==> config.mk <==
export PLATFORM = sky130hd
export DESIGN_NAME = qvr_round_sat
export DESIGN_NICKNAME = d
export VERILOG_FILES = /design/src/design/qvr_round_sat.sv
export SDC_FILE = /design/constraint.sdc
export NUM_CORES = 1
export LEC_CHECK = 0
export ABC_AREA = 1
export BUFFER_PORTS_ARGS = -buffer_cell sky130_fd_sc_hd__buf_4
export CORE_UTILIZATION = 44
export DETAILED_ROUTE_END_ITERATION = 8
export GPL_ROUTABILITY_DRIVEN = 0
export PLACE_DENSITY = 0.83
export SYNTH_ARGS = -nofsm -noshare
export SYNTH_HDL_FRONTEND = slang
export SYNTH_SLANG_ARGS = --single-unit
==> constraint.sdc <==
create_clock -name vclk -period 2.5
set_input_delay 0.5 -clock vclk [all_inputs]
set_output_delay 0.5 -clock vclk [all_outputs]
set_load 0.02 [all_outputs]
==> src/design/qvr_round_sat.sv <==
`default_nettype none

module qvr_round_sat #(
   parameter int ACC_W = 35,
   parameter int OUT_W = 16,
   parameter int FRAC  = 14
) (
   input  wire logic signed [ACC_W-1:0] acc,
   output logic signed [OUT_W-1:0]      res,
   output logic                         clip
);

   localparam logic signed [ACC_W-1:0] HALF = ACC_W'(1) << (FRAC - 1);
   localparam logic [OUT_W-1:0] MAX_VAL = {1'b0, {(OUT_W-1){1'b1}}};
   localparam logic [OUT_W-1:0] MIN_VAL = {1'b1, {(OUT_W-1){1'b0}}};

   logic signed [ACC_W-1:0] biased;
   logic signed [ACC_W-1:0] shifted;
   logic [ACC_W-OUT_W:0]    upper;

   // round half up, then clip to OUT_W bits
   always_comb begin
      biased  = acc + HALF;
      shifted = biased >>> FRAC;
      upper   = shifted[ACC_W-1:OUT_W-1];
      clip    = !((&upper) || !(|upper));
      if (clip) begin
         res = shifted[ACC_W-1] ? MIN_VAL : MAX_VAL;
      end else begin
         res = shifted[OUT_W-1:0];
      end
   end

endmodule

`default_nettype wire

==> results.cfg <==
[placed_design]
dp_cells = 211
hpwl_mm = 1.75
io_buffers = 39

[critical_path]
crit_path_max_incr_delay_ps = 200
crit_path_max_fanout = 8
path_delay_family = simple AND/OR/NAND/NOR gates
start_kind = input port
critical_path.endpoint_type = output pin
path_common_cell = nand2_1
cp_data_arrival_time_ps = 2230
cpMaxStageDelayCell = nand3_4
worst-path-buf-inv = 2
required_ps = 2000
path_class = input port to output pin
crit_chain = buf_4 > nand2_1 > nor2_2 > nand2_1 > nor2_2 > nand2_1 > nand2_1 > nand2_1 > nor2_2 > nand3_4 > nand2_8 > nand2_1 > nand2_2 > buf_6

[synthesis]
syn_area_um2 = 751
synth_seq_area_share_pct = 0
synth.avg_cell_area_um2 = 5.00
synth.distinct_cells = 18
synthCells = 150
yosysWarningCount = 0
syn-num-nets = 186

[sta]
setup_viol = 16
max_slew_margin_pct = 83.5
post-route-period-util_pct = 109
maxSlewViolCount = 0
period_needed_ps = 2730
finalHoldViolCount = 0
worstMarginPinSlew_ps = 245
setup_slack_ps = -228
tns_ps = -2990
rsz0062_at_grt = yes
fmax_mhz = 367

[cells_and_area]
seq_cells = 0
nNetsFinal = 240
antennaDiodeCount = 0
drive_gt1_share_pct = 51.0
area_growth_syn_to_layout_pct = 86.5
n_clock_buffer = 0
final_util_pct = 90.8
regArea_um2 = 0
stdcell_count = 218

[status]
violations = negative setup slack
status = finished, violations left

[detailed_routing]
vias = 1264
drc_errors = 0
ant_nets = 0
wl_per_cell_um = 16.9
detail_route.vias_per_cell = 5.80
dr.pass1.iters = 5
drtIter0Drc = 90
wirelength_mm = 3.68

[floorplan]
initial_core_util_pct = 48.7
fp-row-count = 14
chipHeight_um = 43.3
dieArea_mm2 = 0.00188
core_area_mm2 = 0.00154
die_w_um = 43.3
pin_count = 52

[pwr]
p_per_area_mw_per_mm2 = 149
finalPower_mw = 0.208
vdd_drop_max_uv = 95.5
p_leak_nw = 0.670

[global_routing]
antenna_found_initial = 0
grt_pass1_vias = 1015
grt_pass1_wl_mm = 4.28
gr-usage-all-layers_pct = 28.5
grt_max_degree = 9
overflow = 0

[min_path]
min-delay-path-class = input port to output pin

[clocking]
hold_buffers = 0

[run]
cap_violations = 0
-- through the flow --
stage               hold WS [ps]  instance area, um^2  setup WS, ps
floorplan                   1220                  751           100
global placement            1390                 1100         -52.7
detailed placement          1400                 1100          -118
CTS                         1400                 1250         -1.22
global route                1420                 1400          -365
finish                      1390                 1400          -228
-- placed cells by master, fill, tap and decap left out, drive strengths merged --
cell and count:
a21oi 1, buf 52, ha 1, inv 13, nand2 78, nand3 11
nand4 2, nor2 26, nor3 2, o21bai 2, xnor2 4, xor2 10
-- cell families (layout without fill, tap and decap cells) --
| logic type | count (synthesis) | count (layout) | synth area share [%] |
|---|---|---|---|
| adder cells (fa/ha/maj) | 1 | 1 | 1.67 |
| XOR/XNOR | 14 | 14 | 16.3 |
| buffers and inverters | 15 | 65 | 9.50 |
| AND/OR/NAND/NOR | 117 | 119 | 69.8 |
| AO/OA/AOI/OAI | 3 | 3 | 2.67 |
-- layout make-up --
type                            count  area (um^2)
Fill cell                          70          141
Inverter                           13         48.8
Timing Repair Buffer               52          462
Multi-Input combinational cell    137          870
Tap cell                           16         20.0
-- final timing paths --
check / startpoint / endpoint / slack (ps) / depth (start not counted)
max: acc[21] / res[14] / -230 / 14
min: acc[19] / res[5] / 1390 / 5
-- worst min-delay path: cells and delay by family --
kind | cells | cell delay, ps
and+or+nand+nor | 2 | 110
buffers and inverters | 2 | 230
xor gates and xnor gates | 1 | 60
-- power by group --
group          internal (mW)  switching, mW
Combinational         0.0919          0.116
Sequential                 0              0
Clock                      0              0
-- synthesized netlist by cell type --
| master | number | area share [%] |
|---|---|---|
| inv_2 | 1 | 0.50 |
| o21bai_1 | 2 | 2.0 |
| nand2_4 | 1 | 1.5 |
| nand3_1 | 6 | 4.0 |
| nor3_1 | 2 | 1.3 |
| buf_6 | 2 | 3.0 |
| xnor2_1 | 4 | 4.7 |
| nor2_1 | 20 | 10 |
| a21oi_1 | 1 | 0.67 |
| nor2_2 | 3 | 2.5 |
| xor2_1 | 10 | 12 |
| ha_1 | 1 | 1.7 |
| nand2_1 | 73 | 36 |
| nor2_4 | 3 | 4.5 |
| nand4_1 | 2 | 1.7 |
| nand2_2 | 3 | 2.5 |
| nand3_2 | 4 | 5.3 |
| inv_1 | 12 | 6.0 |
-- routing by layer --
layer	global-route usage [%]	wire (um)	part of all wire, %	up-vias
met5	0	0	0	-
met4	1.82	168	4.6	0
met3	0.851	265	7.2	26
met2	56.4	1880	51	100
met1	34.9	1360	37	569
li1	-	-	-	569
-- repair_timing --
| action | CTS | global route |
|---|---|---|
| cloned | 2 | 0 |
| buffers inserted | 0 | 5 |
| gates resized for setup | 31 | 35 |
| endpoints found under the setup margin | 15 | 16 |
| pin swaps | 13 | 24 |
No activity file was read; power rests on OpenSTA's default activity.
